<file path="src/hw/rtl/ttrq_pkg.sv">
// -----------------------------------------------------------------------------
// ttrq_pkg
// Shared types, codes and defaults of the thread table and ready queue
// scheduler.
// -----------------------------------------------------------------------------
package ttrq_pkg;

   localparam int PROC_SLOTS_DEF       = 16;
   localparam int THREADS_PER_PROC_DEF = 4;

   localparam logic [1:0] ACT_CREATE   = 2'd0;
   localparam logic [1:0] ACT_ADD      = 2'd1;
   localparam logic [1:0] ACT_DESTROY  = 2'd2;
   localparam logic [1:0] ACT_SCHEDULE = 2'd3;

   localparam logic [2:0] STAT_OK          = 3'd0;
   localparam logic [2:0] STAT_NO_SLOT     = 3'd1;
   localparam logic [2:0] STAT_LIMIT       = 3'd2;
   localparam logic [2:0] STAT_NO_PROCESS  = 3'd3;
   localparam logic [2:0] STAT_QUEUE_EMPTY = 3'd4;

   typedef struct packed {
      logic [1:0]  action;
      logic [4:0]  pid;
      logic [63:0] start_address;
      logic [63:0] space_root;
   } req_type;

   typedef struct packed {
      logic [2:0]  status;
      logic [4:0]  result_pid;
      logic [1:0]  thread_index;
      logic [63:0] chosen_root;
      logic [63:0] chosen_start;
      logic        space_changed;
   } rsp_type;

   // Datapath operations, one per cycle.
   typedef enum logic [4:0] {
      CMD_NONE,
      CMD_CAPTURE,
      CMD_SCAN_STEP,
      CMD_CREATE,
      CMD_ADD,
      CMD_ERR_SLOT,
      CMD_ERR_LIMIT,
      CMD_ERR_PROC,
      CMD_ERR_EMPTY,
      CMD_DEST_START,
      CMD_DEST_READ,
      CMD_DEST_MOVE,
      CMD_DEST_END,
      CMD_SCHED_HEAD,
      CMD_SCHED_FETCH,
      CMD_SCHED_OLD,
      CMD_SCHED_END,
      CMD_LOAD
   } cmd_type;

   typedef struct packed {
      logic [1:0] action;
      logic       found;
      logic       full;
      logic       scan_free;
      logic       scan_end;
      logic       dest_done;
      logic       queue_empty;
   } dp_status_type;

endpackage

</file>
<file path="src/hw/rtl/ttrq_ctrl.sv">
// -----------------------------------------------------------------------------
// ttrq_ctrl
// Sequencing state machine: decodes the action and steps the datapath.
// -----------------------------------------------------------------------------
module ttrq_ctrl (
   input  logic                   clock,
   input  logic                   reset,
   input  logic                   req_valid,
   output logic                   req_ready,
   output logic                   rsp_valid,
   input  logic                   rsp_ready,
   input  ttrq_pkg::dp_status_type dp_status,
   output ttrq_pkg::cmd_type      cmd
);
   import ttrq_pkg::*;

   typedef enum logic [8:0] {
      ST_IDLE    = 9'b000000001,
      ST_DECODE  = 9'b000000010,
      ST_SCAN    = 9'b000000100,
      ST_DEST_RD = 9'b000001000,
      ST_DEST_WR = 9'b000010000,
      ST_SCHED_A = 9'b000100000,
      ST_SCHED_B = 9'b001000000,
      ST_SCHED_C = 9'b010000000,
      ST_DONE    = 9'b100000000
   } state_type;

   state_type state_ff, state_in;
   logic      rsp_valid_ff, rsp_valid_in;

   assign req_ready = (state_ff == ST_IDLE);
   assign rsp_valid = rsp_valid_ff;

   always_comb begin
      state_in = state_ff;
      cmd      = CMD_NONE;
      unique case (state_ff)
         ST_IDLE: begin
            if (req_valid) begin
               cmd      = CMD_CAPTURE;
               state_in = ST_DECODE;
            end
         end
         ST_DECODE: begin
            unique case (dp_status.action)
               ACT_CREATE: state_in = ST_SCAN;
               ACT_ADD: begin
                  state_in = ST_DONE;
                  priority if (!dp_status.found) cmd = CMD_ERR_PROC;
                  else if (dp_status.full)       cmd = CMD_ERR_LIMIT;
                  else                           cmd = CMD_ADD;
               end
               ACT_DESTROY: begin
                  if (!dp_status.found) begin
                     cmd      = CMD_ERR_PROC;
                     state_in = ST_DONE;
                  end else begin
                     cmd      = CMD_DEST_START;
                     state_in = ST_DEST_RD;
                  end
               end
               ACT_SCHEDULE: begin
                  if (dp_status.queue_empty) begin
                     cmd      = CMD_ERR_EMPTY;
                     state_in = ST_DONE;
                  end else begin
                     cmd      = CMD_SCHED_HEAD;
                     state_in = ST_SCHED_A;
                  end
               end
               default: state_in = ST_IDLE;
            endcase
         end
         ST_SCAN: begin
            priority if (dp_status.scan_end) begin
               cmd      = CMD_ERR_SLOT;
               state_in = ST_DONE;
            end else if (dp_status.scan_free) begin
               cmd      = CMD_CREATE;
               state_in = ST_DONE;
            end else begin
               cmd = CMD_SCAN_STEP;
            end
         end
         ST_DEST_RD: begin
            if (dp_status.dest_done) begin
               cmd      = CMD_DEST_END;
               state_in = ST_DONE;
            end else begin
               cmd      = CMD_DEST_READ;
               state_in = ST_DEST_WR;
            end
         end
         ST_DEST_WR: begin
            cmd      = CMD_DEST_MOVE;
            state_in = ST_DEST_RD;
         end
         ST_SCHED_A: begin
            cmd      = CMD_SCHED_FETCH;
            state_in = ST_SCHED_B;
         end
         ST_SCHED_B: begin
            cmd      = CMD_SCHED_OLD;
            state_in = ST_SCHED_C;
         end
         ST_SCHED_C: begin
            cmd      = CMD_SCHED_END;
            state_in = ST_DONE;
         end
         ST_DONE: begin
            if (!rsp_valid_ff || rsp_ready) begin
               cmd      = CMD_LOAD;
               state_in = ST_IDLE;
            end
         end
         default: state_in = ST_IDLE;
      endcase
   end

   always_comb begin
      rsp_valid_in = rsp_valid_ff;
      if (cmd == CMD_LOAD)  rsp_valid_in = 1'b1;
      else if (rsp_ready)   rsp_valid_in = 1'b0;
   end

   always_ff @(posedge clock) begin
      if (reset) begin
         state_ff     <= ST_IDLE;
         rsp_valid_ff <= 1'b0;
      end else begin
         state_ff     <= state_in;
         rsp_valid_ff <= rsp_valid_in;
      end
   end

endmodule

</file>
<file path="config.mk">
export PLATFORM = sky130hd
export DESIGN_NAME = ttrq_ctrl
export DESIGN_NICKNAME = d
export VERILOG_FILES = /design/src/hw/rtl/ttrq_pkg.sv /design/src/hw/rtl/ttrq_ctrl.sv
export SDC_FILE = /design/constraint.sdc
export NUM_CORES = 1
export LEC_CHECK = 0
export ABC_AREA = 1
export BUFFER_PORTS_ARGS = -buffer_cell sky130_fd_sc_hd__buf_4
export CAP_MARGIN = 20
export CORE_MARGIN = 3
export CORE_UTILIZATION = 45
export CTS_CLUSTER_SIZE = 10
export DETAILED_ROUTE_END_ITERATION = 10
export GPL_TIMING_DRIVEN = 0
export HOLD_SLACK_MARGIN = 0.08
export PLACE_DENSITY = 0.69
export REMOVE_ABC_BUFFERS = 1
export SKIP_CTS_REPAIR_TIMING = 1
export SLEW_MARGIN = 25
export SYNTH_ARGS = -nofsm -noshare
export SYNTH_HDL_FRONTEND = slang
export SYNTH_SLANG_ARGS = --single-unit
</file>
<file path="constraint.sdc">
create_clock -name clock -period 2.3 [get_ports clock]
set_input_delay 0.23 -clock clock [delete_from_list [all_inputs] [get_ports clock]]
set_output_delay 0.23 -clock clock [all_outputs]
set_load 0.01 [all_outputs]
</file>
# Word-level counts from Yosys, hierarchy flattened
# Cells that the tools add are included.
# word_totals
ff_bits	10
word_cells	45
# classes
n_eq_ne	16
mux	22
n_reduce_logical	5
# ops
cell	count
$pmux W9 S9	1
$mux W9	7
$pmux W5 S9	1
$pmux W9 S4	1
$pmux W4 S3	1
$eq A9 B1 Y1 const B	1
$eq A9 B2 Y1 const B	1
$eq A9 B3 Y1 const B	1
$eq A9 B4 Y1 const B	1
$eq A9 B5 Y1 const B	1
$eq A9 B6 Y1 const B	1
$eq A9 B7 Y1 const B	1
$eq A9 B8 Y1 const B	1
$eq A9 B9 Y1 const B	1
$mux W3	3
$eq A5 B5 Y1 const B	1
$mux W5	1
$eq A2 B2 Y1 const B	2
$mux W1	4
$mux W2	2
$mux W4	1
$ne A2 B2 Y1 const B	2
$ne A3 B3 Y1 const B	1
$reduce_and A3 Y1	1
5 further kinds	5

# Depth between registers and ports, before layout
# Gate-level depths: netlist of the first run.
# depth
ltp_word	6
ltp_mapped	9

# Worst setup path after synthesis of the first run
# OpenSTA, ideal clock, no wires.
# synth_path
kind	flip-flop to output port
from	reg state_ff[4]
to	out cmd[0]
arrival_ps	1106
required_time_ps	2070
slack_ps	964
stages_incl_launch_ff	8
path_buffers	0
cell_sequence	dfxtp_1 > nor2_4 > nand2_4 > nor3_1 > nand3_1 > o21ai_0 > nor2_1 > o21ai_1
# synth_via
elab_chain_len	2
word_cells_on_any_way	10
cone_classes	eq/ne: 9; mux: 1
# synth_rtl
item	line_no	source
from (decl)	ttrq_ctrl.sv:29	state_type state_ff, state_in;
from (signal assigned)	ttrq_ctrl.sv:132	state_ff <= state_in;
$eq A9 B9 Y1 (tied with other cells)	ttrq_ctrl.sv:38	unique case (state_ff)
$pmux W5 S9 *	ttrq_ctrl.sv:38	
to (decl)	ttrq_ctrl.sv:13	output ttrq_pkg::cmd_type cmd
# Mark *: on every way between the ends. The rest lies on a longest branch, timed or not.

# Worst setup path in the final report of the first run
# Same ends and word-level chain as after synthesis.

==> metrics.csv, run 1 <==
stage,metric,value,unit
clock_network,cts_buffer_depth,2,
setup_path,cp-end-kind,output port,
synth,synth_compound_area_share,9.035,%
layout,final_area,1015,um2
setup_path,crit_family,simple AND/OR/NAND/NOR gates,
global_routing,grt_pass1_vias,801,
synth,synth_fa_ha_area_share,0,%
die,ios,19,
die,row_count,14,
synth,ys_seq_area_share,24.50,%
sta,max_freq,546.6,MHz
setup_path,criticalPathCategory,reg2out,
synth,synthesis.area,817.0,um2
clock_network,clk_latency,0.27,ns
die,die_h,48.61,um
setup_path,cpPeakStageDelay,0.35,ns
setup_path,cp_slowest_cell,dfxtp_1,
global_routing,gr-total-overflow,0,
sta,tightestPinTransition,0.3611,ns
synth,muxShareOfSynthArea,0,%
synth,synth_top_family_by_area,simple AND/OR/NAND/NOR gates,
sta,fin_crit,1.830,ns
pwr,switching_share,34.07,%
pwr,p_sw,180.4,uW
place,hpwl,1604,um
place,port_buffers,18,
flow_run,maxCapViolations,0,
die,dieArea,2363,um2
sta,slew_violations,0,
pwr,internal_power,349.1,uW
setup_path,crit_path_start_kind,flop,
sta,rsz0062_at_grt,false,
setup_path,required,2.07,ns
synth,ys_types,24,
global_routing,antenna_found_initial,0,
setup_path,path_cells,"nor2_4, nand2_4, nor3_1, nand3_1, o21ai_0, nor2_1, o21ai_1, buf_4",
global_routing,grt_pass1_wl,3381,um
pwr,power_density,521.9,nW/um2
clock_network,cts_sinks,10,
pwr,seqPwrFrac,36.1,%
clock_network,cts_buffers,3,
place,place.gp.congestion,0.9213,
clock_network,clk_pin_slew,0.07,ns
die,initial_core_util,50.70,%
synth,synth_simple_gate_area_share,54.06,%
pwr,vdd_ir_drop_max,0.0002696,V
sta,slew-limit-headroom,75.89,%
layout,antenna_cells,0,
setup_path,critPathArrivalTime,1.60,ns
drt,drc,0,
layout,area_growth,24.20,%
drt,wl_per_cell,11.24,um
drt,drt_iter0_markers,19,
drt,num_vias,894,
setup_path,path_buf_inv,1,
drt,vias_per_cell,5.138,
layout,drive_gt1_share,31.33,%
layout,final_util,62.97,%
place,post_dp_cell_area,978.4,um2
pwr,p_leak,0.0004910,uW
sta,setup_tns,0,ns
sta,hold_viol,0,
synth,synth.avg_cell_area,6.334,um2
min_path,min_path_type,in2reg,
clock_network,htreeDepth,1,
synth,synth_seq_cells,10,
setup_path,rrSetupSlack,0.99,ns
die,die_w,48.61,um
pwr,combinationalPowerShare,33.0,%
sta,whs,0.1331,ns
sta,skew,0.006580,ns
sta,setup_viol,0,
drt,routed_wl,1956,um
setup_path,cp_max_fo,5,
pwr,clkPwrFrac,30.8,%
global_routing,grt_util_all_layers,17.49,%
drt,final_antenna_net_count,0,
drt,first_pass_iters,4,
run_status,status,finished clean,
synth,synthesis.instances,129,
synth,ys_warn_count,0,
clock_network,cts_tree,done,
layout,nets,163,
sta,post-route-period-util,79.55,%
die,core_area,1612,um2
pwr,power,529.5,uW
synth,synth_xor_xnor_area_share,0,%
global_routing,grt_max_degree,10,
clock_network,cts_root_buf,clkbuf_4,
## path summary, 6_finish.rpt
check          startpoint           to  cells after the start
max           state_ff[4]       cmd[0]                      8
min          dp_status[0]  state_ff[5]                      2
max reg2reg   state_ff[3]  state_ff[0]                      8
min reg2reg     rsp_valid    rsp_valid                      4
## Yosys cell counts, drive strengths merged
cell      n  area [um2]
nor3     11       86.34
nand2    26       127.6
nor2     20       100.1
or2       1       6.260
o2111ai   2       17.52
buf       1       3.750
a21oi     4       23.77
nand3    15       75.07
o21a      1       7.510
o21ai     5       25.02
nor4      1       6.260
nand4     4       25.02
nand3b    2       15.01
dfxtp    10       200.2
inv      26       97.60
## layout by cell type (no fill, tap or decap), types with 2 or more instances in the layout
cell       count
a21oi_1        3
buf_4         18
clkbuf_4       3
dfxtp_1       10
inv_1         19
inv_2          7
nand2_1       20
nand2_2        3
nand2_4        3
nand3_1       15
nand3b_1       2
nand4_1        4
nor2_1        14
nor2_2         4
nor2_4         2
nor3_1         6
nor3_2         4
o2111ai_1      2
o21ai_0        4
## state kept, by name, summed over array words and instances, names as in the netlist
signal,count
rsp_valid,1
state_ff,9
## cell type report
cell class,count,area (um2)
fillers,171,596.8
multi-input cells,92,515.5
well taps,24,30.03
flip-flops and latches,10,200.2
inverters,26,97.59
clock buffers,4,36.28
repair buffers,18,135.1
## cells by family (layout without fill, tap and decap cells)
group,after synthesis,in the layout
DFF,10,10
AOI/OAI and AO/OA,12,12
and+or+nand+nor,80,80
buffers and inverters,27,48
## power by group through the flow
| stage | clock, uW | sequential [uW] | combinational [uW] |
|---|---|---|---|
| 2_1_floorplan | 0 | 194 | 114 |
| 3_3_place_gp | 0 | 195 | 173 |
| 3_5_place_dp | 0 | 195 | 174 |
| 4_1_cts | 163 | 191 | 176 |
| 5_1_grt | 174 | 192 | 193 |
| 6_report | 163 | 191 | 175 |
## stage by stage
step,cells,worst slack (ns)
2_1_floorplan,128,0.9644
3_3_place_gp,170,0.7734
3_5_place_dp,170,0.7686
4_1_cts,174,0.4700
5_1_grt,174,0.3463
6_report,174,0.4704
## routing by layer
metal / part of all wire [%] / global-route usage, % / vias to the layer above
met5: 0 / 0 / -
met4: 1.1 / 5.687 / 0
met3: 7.0 / 3.067 / 2
met2: 45 / 27.83 / 39
met1: 47 / 23.70 / 393
li1: - / - / 460
(Power assumes the default switching activity.)
==> inputs of run 2 (changes only) <==
--- a/config.mk
+++ b/config.mk
@@ -5,7 +5,7 @@
 export SDC_FILE = /design/constraint.sdc
 export NUM_CORES = 1
 export LEC_CHECK = 0
-export ABC_AREA = 1
+export ABC_AREA = 0
 export BUFFER_PORTS_ARGS = -buffer_cell sky130_fd_sc_hd__buf_4
 export CAP_MARGIN = 20
 export CORE_MARGIN = 3
@@ -14,7 +14,7 @@
 export DETAILED_ROUTE_END_ITERATION = 10
 export GPL_TIMING_DRIVEN = 0
 export HOLD_SLACK_MARGIN = 0.08
-export PLACE_DENSITY = 0.69
+export PLACE_DENSITY = 0.72
 export REMOVE_ABC_BUFFERS = 1
 export SKIP_CTS_REPAIR_TIMING = 1
 export SLEW_MARGIN = 25
==> constraint.sdc (replaced) <==
create_clock -name clock -period 1.45 [get_ports clock]
set_input_delay 0.145 -clock clock [delete_from_list [all_inputs] [get_ports clock]]
set_output_delay 0.145 -clock clock [all_outputs]
set_load 0.01 [all_outputs]
==> metrics.csv, run 2 <==
stage,metric,value,unit,change
clock_network,clk_pin_slew,0.08,ns,about the same
setup_path,cp_max_fo,6,,+1
clock_network,cts_root_buf,clkbuf_4,,
synth,yosysTopAreaCellShare,25.81,%,+1.3 points
synth,async_flop_share,0,%,unchanged
global_routing,grt_util_all_layers,18.55,%,+1.1 points
pwr,p_leak,0.0004071,uW,-17%
setup_path,crit_family,simple AND/OR/NAND/NOR gates,,
place,port_buffers,18,,unchanged
drt,routed_wl,2388,um,+22%
synth,synthesis.area,775.7,um2,-5.1%
sta,slew_violations,0,,unchanged
setup_path,r2r-end,state_ff[8],,
synth,ys_seq_area_share,25.81,%,+1.3 points
setup_path,critPathArrivalTime,1.78,ns,+0.18 ns
setup_path,criticalPathCategory,reg2out,,
layout,nets,142,,-13%
clock_network,cts_buffer_depth,2,,unchanged
synth,synth.avg_cell_area,7.531,um2,+19%
drt,num_vias,901,,+0.78%
sta,setup_slack,-0.4779,ns,-0.9482 ns
layout,antenna_cells,0,,unchanged
setup_path,path_cells,"nor3_2, nand2_1, o31ai_1, a221o_1, buf_4",,
sta,slew-limit-headroom,75.03,%,-0.86 points
sta,setup_viol,14,,+14
layout,largest_reg_flops,9,,unchanged
synth,ys.flop_type,dfxtp_1,,
layout,final_area,1111,um2,+9.5%
place,post_dp_cell_area,898.4,um2,-8.2%
synth,synth_seq_cells,10,,unchanged
setup_path,worstReg2RegStart,state_ff[5],,
global_routing,grt_pass1_vias,703,,-12%
pwr,power,730.8,uW,+38%
layout,fill_cells,125,,-27%
die,initial_core_util,49.76,%,-0.94 points
place,dp_cells,131,,-23%
clock_network,cts_sinks,10,,unchanged
drt,first_pass_iters,4,,unchanged
die,core_area,1559,um2,-3.3%
sta,rsz0062_at_grt,true,,
clock_network,htreeDepth,1,,unchanged
drt,drt_iter0_markers,29,,+10
drt,final_antenna_net_count,0,,unchanged
min_path,hp-start,dp_status[3],,
setup_path,cpPeakStageDelay,0.37,ns,+0.02 ns
layout,layout_common_cells,"buf_4 (26), nor2_1 (9), nand2_1 (7)",,
setup_path,cp-end-kind,output port,,
place,place.gp.congestion,0.8442,,-8.4%
synth,synth_common_cells,"dfxtp_1 (10), nor2_1 (10), nand2_1 (7), nor4_1 (7), or3_1 (6)",,
pwr,vdd_ir_drop_max,0.0004707,V,+75%
pwr,power_density,657.7,nW/um2,+26%
setup_path,cp_slowest_cell,dfxtp_4,,
global_routing,grt_pass1_wl,2939,um,-13%
flow_run,maxCapViolations,0,,unchanged
synth,ys_types,39,,+63%
sta,skew,0.01584,ns,+0.009257 ns
pwr,p_sw,214.7,uW,+19%
drt,wl_per_cell,16.47,um,+47%
pwr,switching_share,29.38,%,-4.7 points
layout,final_common_cell,buf_4,,
sta,hold_viol,0,,unchanged
min_path,whs_endpoint,state_ff[2],,
place,hpwl,1495,um,-6.8%
pwr,clkPwrFrac,36.4,%,+5.6 points
drt,vias_per_cell,6.214,,+21%
die,ios,19,,unchanged
layout,area_growth,43.23,%,
layout,top_register,state_ff,,
synth,synth_edf_count,0,,unchanged
setup_path,rrSetupSlack,-0.27,ns,-1.26 ns
sta,max_freq,518.7,MHz,
pwr,combinationalPowerShare,23.9,%,-9.1 points
setup_path,cp_num_cells,5,,-3
place,place_ws,-0.3976,ns,-1.166 ns
global_routing,antenna_found_initial,0,,unchanged
pwr,seqPwrFrac,39.7,%,+3.6 points
setup_path,crit_path_start_kind,flop,,
clock_network,cts_tree,done,,
min_path,min_path_type,in2reg,,
run_status,status,finished with violations,,
clock_network,cts_buffers,3,,unchanged
layout,final_util,71.27,%,+8.3 points
pwr,internal_power,516.1,uW,+48%
run_status,violations,negative setup slack,,
die,row_count,14,,unchanged
setup_path,path_buf_inv,1,,unchanged
drt,drc,0,,unchanged
die,die_w,47.52,um,-2.2%
clock_network,clk_latency,0.28,ns,about the same
global_routing,gr-total-overflow,0,,unchanged
synth,synthesis.instances,103,,-20%
setup_path,ff2ff_path_depth,4,,-4
layout,fin_cells,145,,-17%
synth,yosysTopAreaCell,dfxtp_1,,
layout,drive_gt1_share,40.31,%,+9.0 points
sta,tightestPinTransition,0.3726,ns,+0.01143 ns
synth,ys_warn_count,0,,unchanged
die,die_h,47.52,um,-2.2%
global_routing,grt_max_degree,10,,unchanged
min_path,holdPathStages,4,,+2
sta,post-route-period-util,133.0,%,
setup_path,required,1.31,ns,-0.76 ns
die,dieArea,2258,um2,-4.4%
synth,synth_area_leaders,"dfxtp_1 (26%), nor4_1 (5.6%), nor2_1 (4.8%)",,
sta,fin_crit,1.928,ns,
-- run 2: logic make-up after synthesis --
| group | share of synthesized area [%] |
|---|---|
| compound gates | 21.29 |
| xor+xnor | 3.388 |
| buf+inv | 5.644 |
| flops | 25.81 |
| mux | 2.581 |
| simple gates | 41.29 |
-- run 2: cell type report --
type / count / area [um2] / area share, %
well taps: 16 / 20.02 / 1.802
multi-input cells: 84 / 605.6 / 54.50
flip-flops and latches: 10 / 222.7 / 20.05
inverters: 3 / 11.26 / 1.014
repair buffers: 28 / 215.2 / 19.37
clock buffers: 4 / 36.28 / 3.266
-- run 2: power groups by stage --
stage               Clock, uW  Combinational (uW)  Sequential [uW]
floorplan                   0                80.4              297
global placement            0                 143              300
detailed placement          0                 146              299
CTS                       264                 146              293
global route              287                 188              292
finish                    266                 174              290
-- run 2: routing by layer --
| layer | wire length, um | global-route usage [%] | vias to the layer above |
|---|---|---|---|
| li1 | - | - | 446 |
| met1 | 1054 | 24.72 | 424 |
| met2 | 1142 | 28.88 | 27 |
| met3 | 165 | 6.767 | 4 |
| met4 | 25 | 3.315 | 0 |
| met5 | 0 | 0 | - |
-- run 2: stage by stage --
step | hold WS, ns | setup TNS, ns
detailed placement | 0.3335 | -3.583
CTS | 0.04014 | -5.709
finish | 0.1289 | -3.464
global route | 0.1545 | -4.434
floorplan | 0.2141 | -1.121
global placement | 0.3334 | -3.359
-- run 2: how the worst max path moves through the flow --
stage                      startpoint     endpoint  slack [ns]
final                     state_ff[8]       cmd[2]       -0.48
after global routing      state_ff[8]       cmd[2]       -0.53
after CTS                 state_ff[5]       cmd[1]       -0.69
after detailed placement  state_ff[4]       cmd[1]       -0.40
after global placement    state_ff[4]       cmd[1]       -0.41
after floorplan           state_ff[4]  state_ff[8]       -0.25
-- run 2: worst min-delay path, stage by stage --
cell	delay (ns)
buf_4	0.09
nor2_1	0.04
nand2_1	0.06
a21oi_1	0.05
==> inputs of run 3 (changes only) <==
--- a/config.mk
+++ b/config.mk
@@ -8,7 +8,7 @@
 export ABC_AREA = 0
 export BUFFER_PORTS_ARGS = -buffer_cell sky130_fd_sc_hd__buf_4
 export CAP_MARGIN = 20
-export CORE_MARGIN = 3
+export CORE_MARGIN = 10
 export CORE_UTILIZATION = 45
 export CTS_CLUSTER_SIZE = 10
 export DETAILED_ROUTE_END_ITERATION = 10
==> metrics.csv, run 3 (synthesized netlist as in run 2, its figures left out) <==
stage,metric,value,unit,change
sta,hold_viol,0,,unchanged
global_routing,gr-total-overflow,0,,unchanged
clock_network,cts_buffer_depth,2,,unchanged
min_path,min_path_type,in2reg,,
sta,setup_slack,-0.4949,ns,-0.01707 ns
drt,drc,0,,unchanged
die,ios,19,,unchanged
layout,top_register,state_ff,,
global_routing,grt_util_all_layers,12.22,%,-6.3 points
layout,layout_common_cells,"buf_4 (22), nor2_1 (8), nand2_1 (6)",,
layout,final_util,70.79,%,-0.47 points
layout,area_growth,43.87,%,
layout,final_common_cell,buf_4,,
drt,first_pass_iters,4,,unchanged
setup_path,path_cells,"or3_4, or3_4, nor2_2, a221o_1, buf_6",,
clock_network,cts_buffers,3,,unchanged
pwr,power_density,669.4,nW/um2,+1.8%
global_routing,antenna_found_initial,0,,unchanged
setup_path,ff2ff_path_depth,4,,unchanged
clock_network,clk_latency,0.28,ns,about the same
sta,post-route-period-util,134.1,%,+1.2 points
clock_network,cts_sinks,10,,unchanged
sta,slew_violations,0,,unchanged
sta,max_freq,514.2,MHz,-0.88%
setup_path,cpPeakStageDelay,0.41,ns,+0.04 ns
layout,fin_cells,142,,-2.1%
setup_path,crit_top_cell,or3_4,,
clock_network,clk_pin_slew,0.08,ns,about the same
run_status,violations,negative setup slack,,
die,initial_core_util,49.21,%,-0.55 points
die,core_area,1577,um2,+1.1%
global_routing,grt_pass1_wl,3456,um,+18%
global_routing,grt_pass1_vias,760,,+8.1%
clock_network,htreeDepth,1,,unchanged
sta,slew-limit-headroom,69.92,%,-5.1 points
sta,fin_crit,1.945,ns,+0.01707 ns
die,dieArea,3785,um2,+68%
drt,final_antenna_net_count,0,,unchanged
global_routing,grt_max_degree,10,,unchanged
layout,fill_cells,135,,+8.0%
place,dp_cells,131,,unchanged
clock_network,cts_root_buf,clkbuf_4,,
layout,seq_area,216.5,um2,-2.8%
sta,skew,0.009566,ns,-0.006271 ns
sta,tightestPinTransition,0.4471,ns,+0.07452 ns
run_status,status,finished with violations,,
drt,wl_per_cell,17.63,um,+7.1%
place,hpwl,1710,um,+14%
sta,whs,0.1428,ns,+0.01392 ns
die,die_h,61.52,um,+29%
pwr,vdd_ir_drop_max,0.0006620,V,+41%
setup_path,criticalPathCategory,reg2out,,
setup_path,cp_num_cells,5,,unchanged
setup_path,path_buf_inv,1,,unchanged
place,place.gp.congestion,0.8651,,+2.5%
setup_path,crit_path_start_kind,flop,,
setup_path,cp-end-kind,output port,,
clock_network,cts_tree,done,,
drt,vias_per_cell,6.218,,about the same
drt,num_vias,883,,-2.0%
drt,drt_iter0_markers,39,,+34%
setup_path,cp_max_fo,7,,+1
layout,antenna_cells,0,,unchanged
layout,nets,139,,-2.1%
setup_path,crit_family,simple AND/OR/NAND/NOR gates,,
drt,routed_wl,2504,um,+4.9%
place,port_buffers,18,,unchanged
layout,multiInputGateArea,635.6,um2,+5.0%
sta,rsz0062_at_grt,true,,
setup_path,cp_slowest_cell,or3_4,,
die,row_count,14,,unchanged
die,die_w,61.52,um,+29%
setup_path,required,1.31,ns,about the same
flow_run,maxCapViolations,0,,unchanged
sta,setup_viol,13,,-1
setup_path,critPathArrivalTime,1.80,ns,+0.02 ns
sta,setup_tns,-3.654,ns,-0.1900 ns
layout,largest_reg_flops,9,,unchanged
min_path,holdPathStages,4,,unchanged
layout,drive_gt1_share,38.89,%,-1.4 points
pwr,p_leak,0.0003937,uW,-3.3%
-- run 3: path summary, 6_finish.rpt --
kind                 from           to  slack (ns)
max           state_ff[6]       cmd[2]       -0.49
min          dp_status[3]  state_ff[2]        0.14
max reg2reg   state_ff[6]  state_ff[8]       -0.30
min reg2reg   state_ff[5]  state_ff[7]        0.49
-- run 3: per-layer routing --
layer | share of wire [%] | wire, um | GRT usage [%]
met1 | 42 | 1048 | 13.46
met5 | 0 | 0 | 0
met2 | 49 | 1237 | 19.18
met4 | 2.4 | 59 | 6.369
met3 | 6.3 | 158 | 5.761
-- run 3: metrics by stage --
step	worst slack (ns)	cell area, um2	total power [uW]
6_report	-0.4949	1116	747.1
3_5_place_dp	-0.4484	898.4	446.6
3_3_place_gp	-0.4253	898.4	444.1
4_1_cts	-0.7510	934.6	715.4
5_1_grt	-0.5612	1116	778.8
2_1_floorplan	-0.2473	743.2	377.4
-- run 3: area by class of cell --
| class | instances | area share, % |
|---|---|---|
| Multi-Input combinational cell | 84 | 56.95 |
| Sequential cell | 10 | 19.39 |
| Timing Repair Buffer | 25 | 17.60 |
| Clock buffer | 4 | 3.251 |
| Tap cell | 16 | 1.794 |
| Inverter | 3 | 1.009 |
-- run 3: power breakdown --
part	leakage, uW	switching, uW	total (uW)	internal (uW)
Clock	0.0000210	115	268	153
Sequential	0.0000846	14.7	292	278
Combinational	0.000288	94.4	187	92.2
Total	0.000394	224	747	523
-- run 3: worst reg2reg max path: cells and delay by family, from the launching register on --
kind	cells	cell delay (ns)
compound gates	2	0.29
simple gates	2	1.00
flops	1	0.40
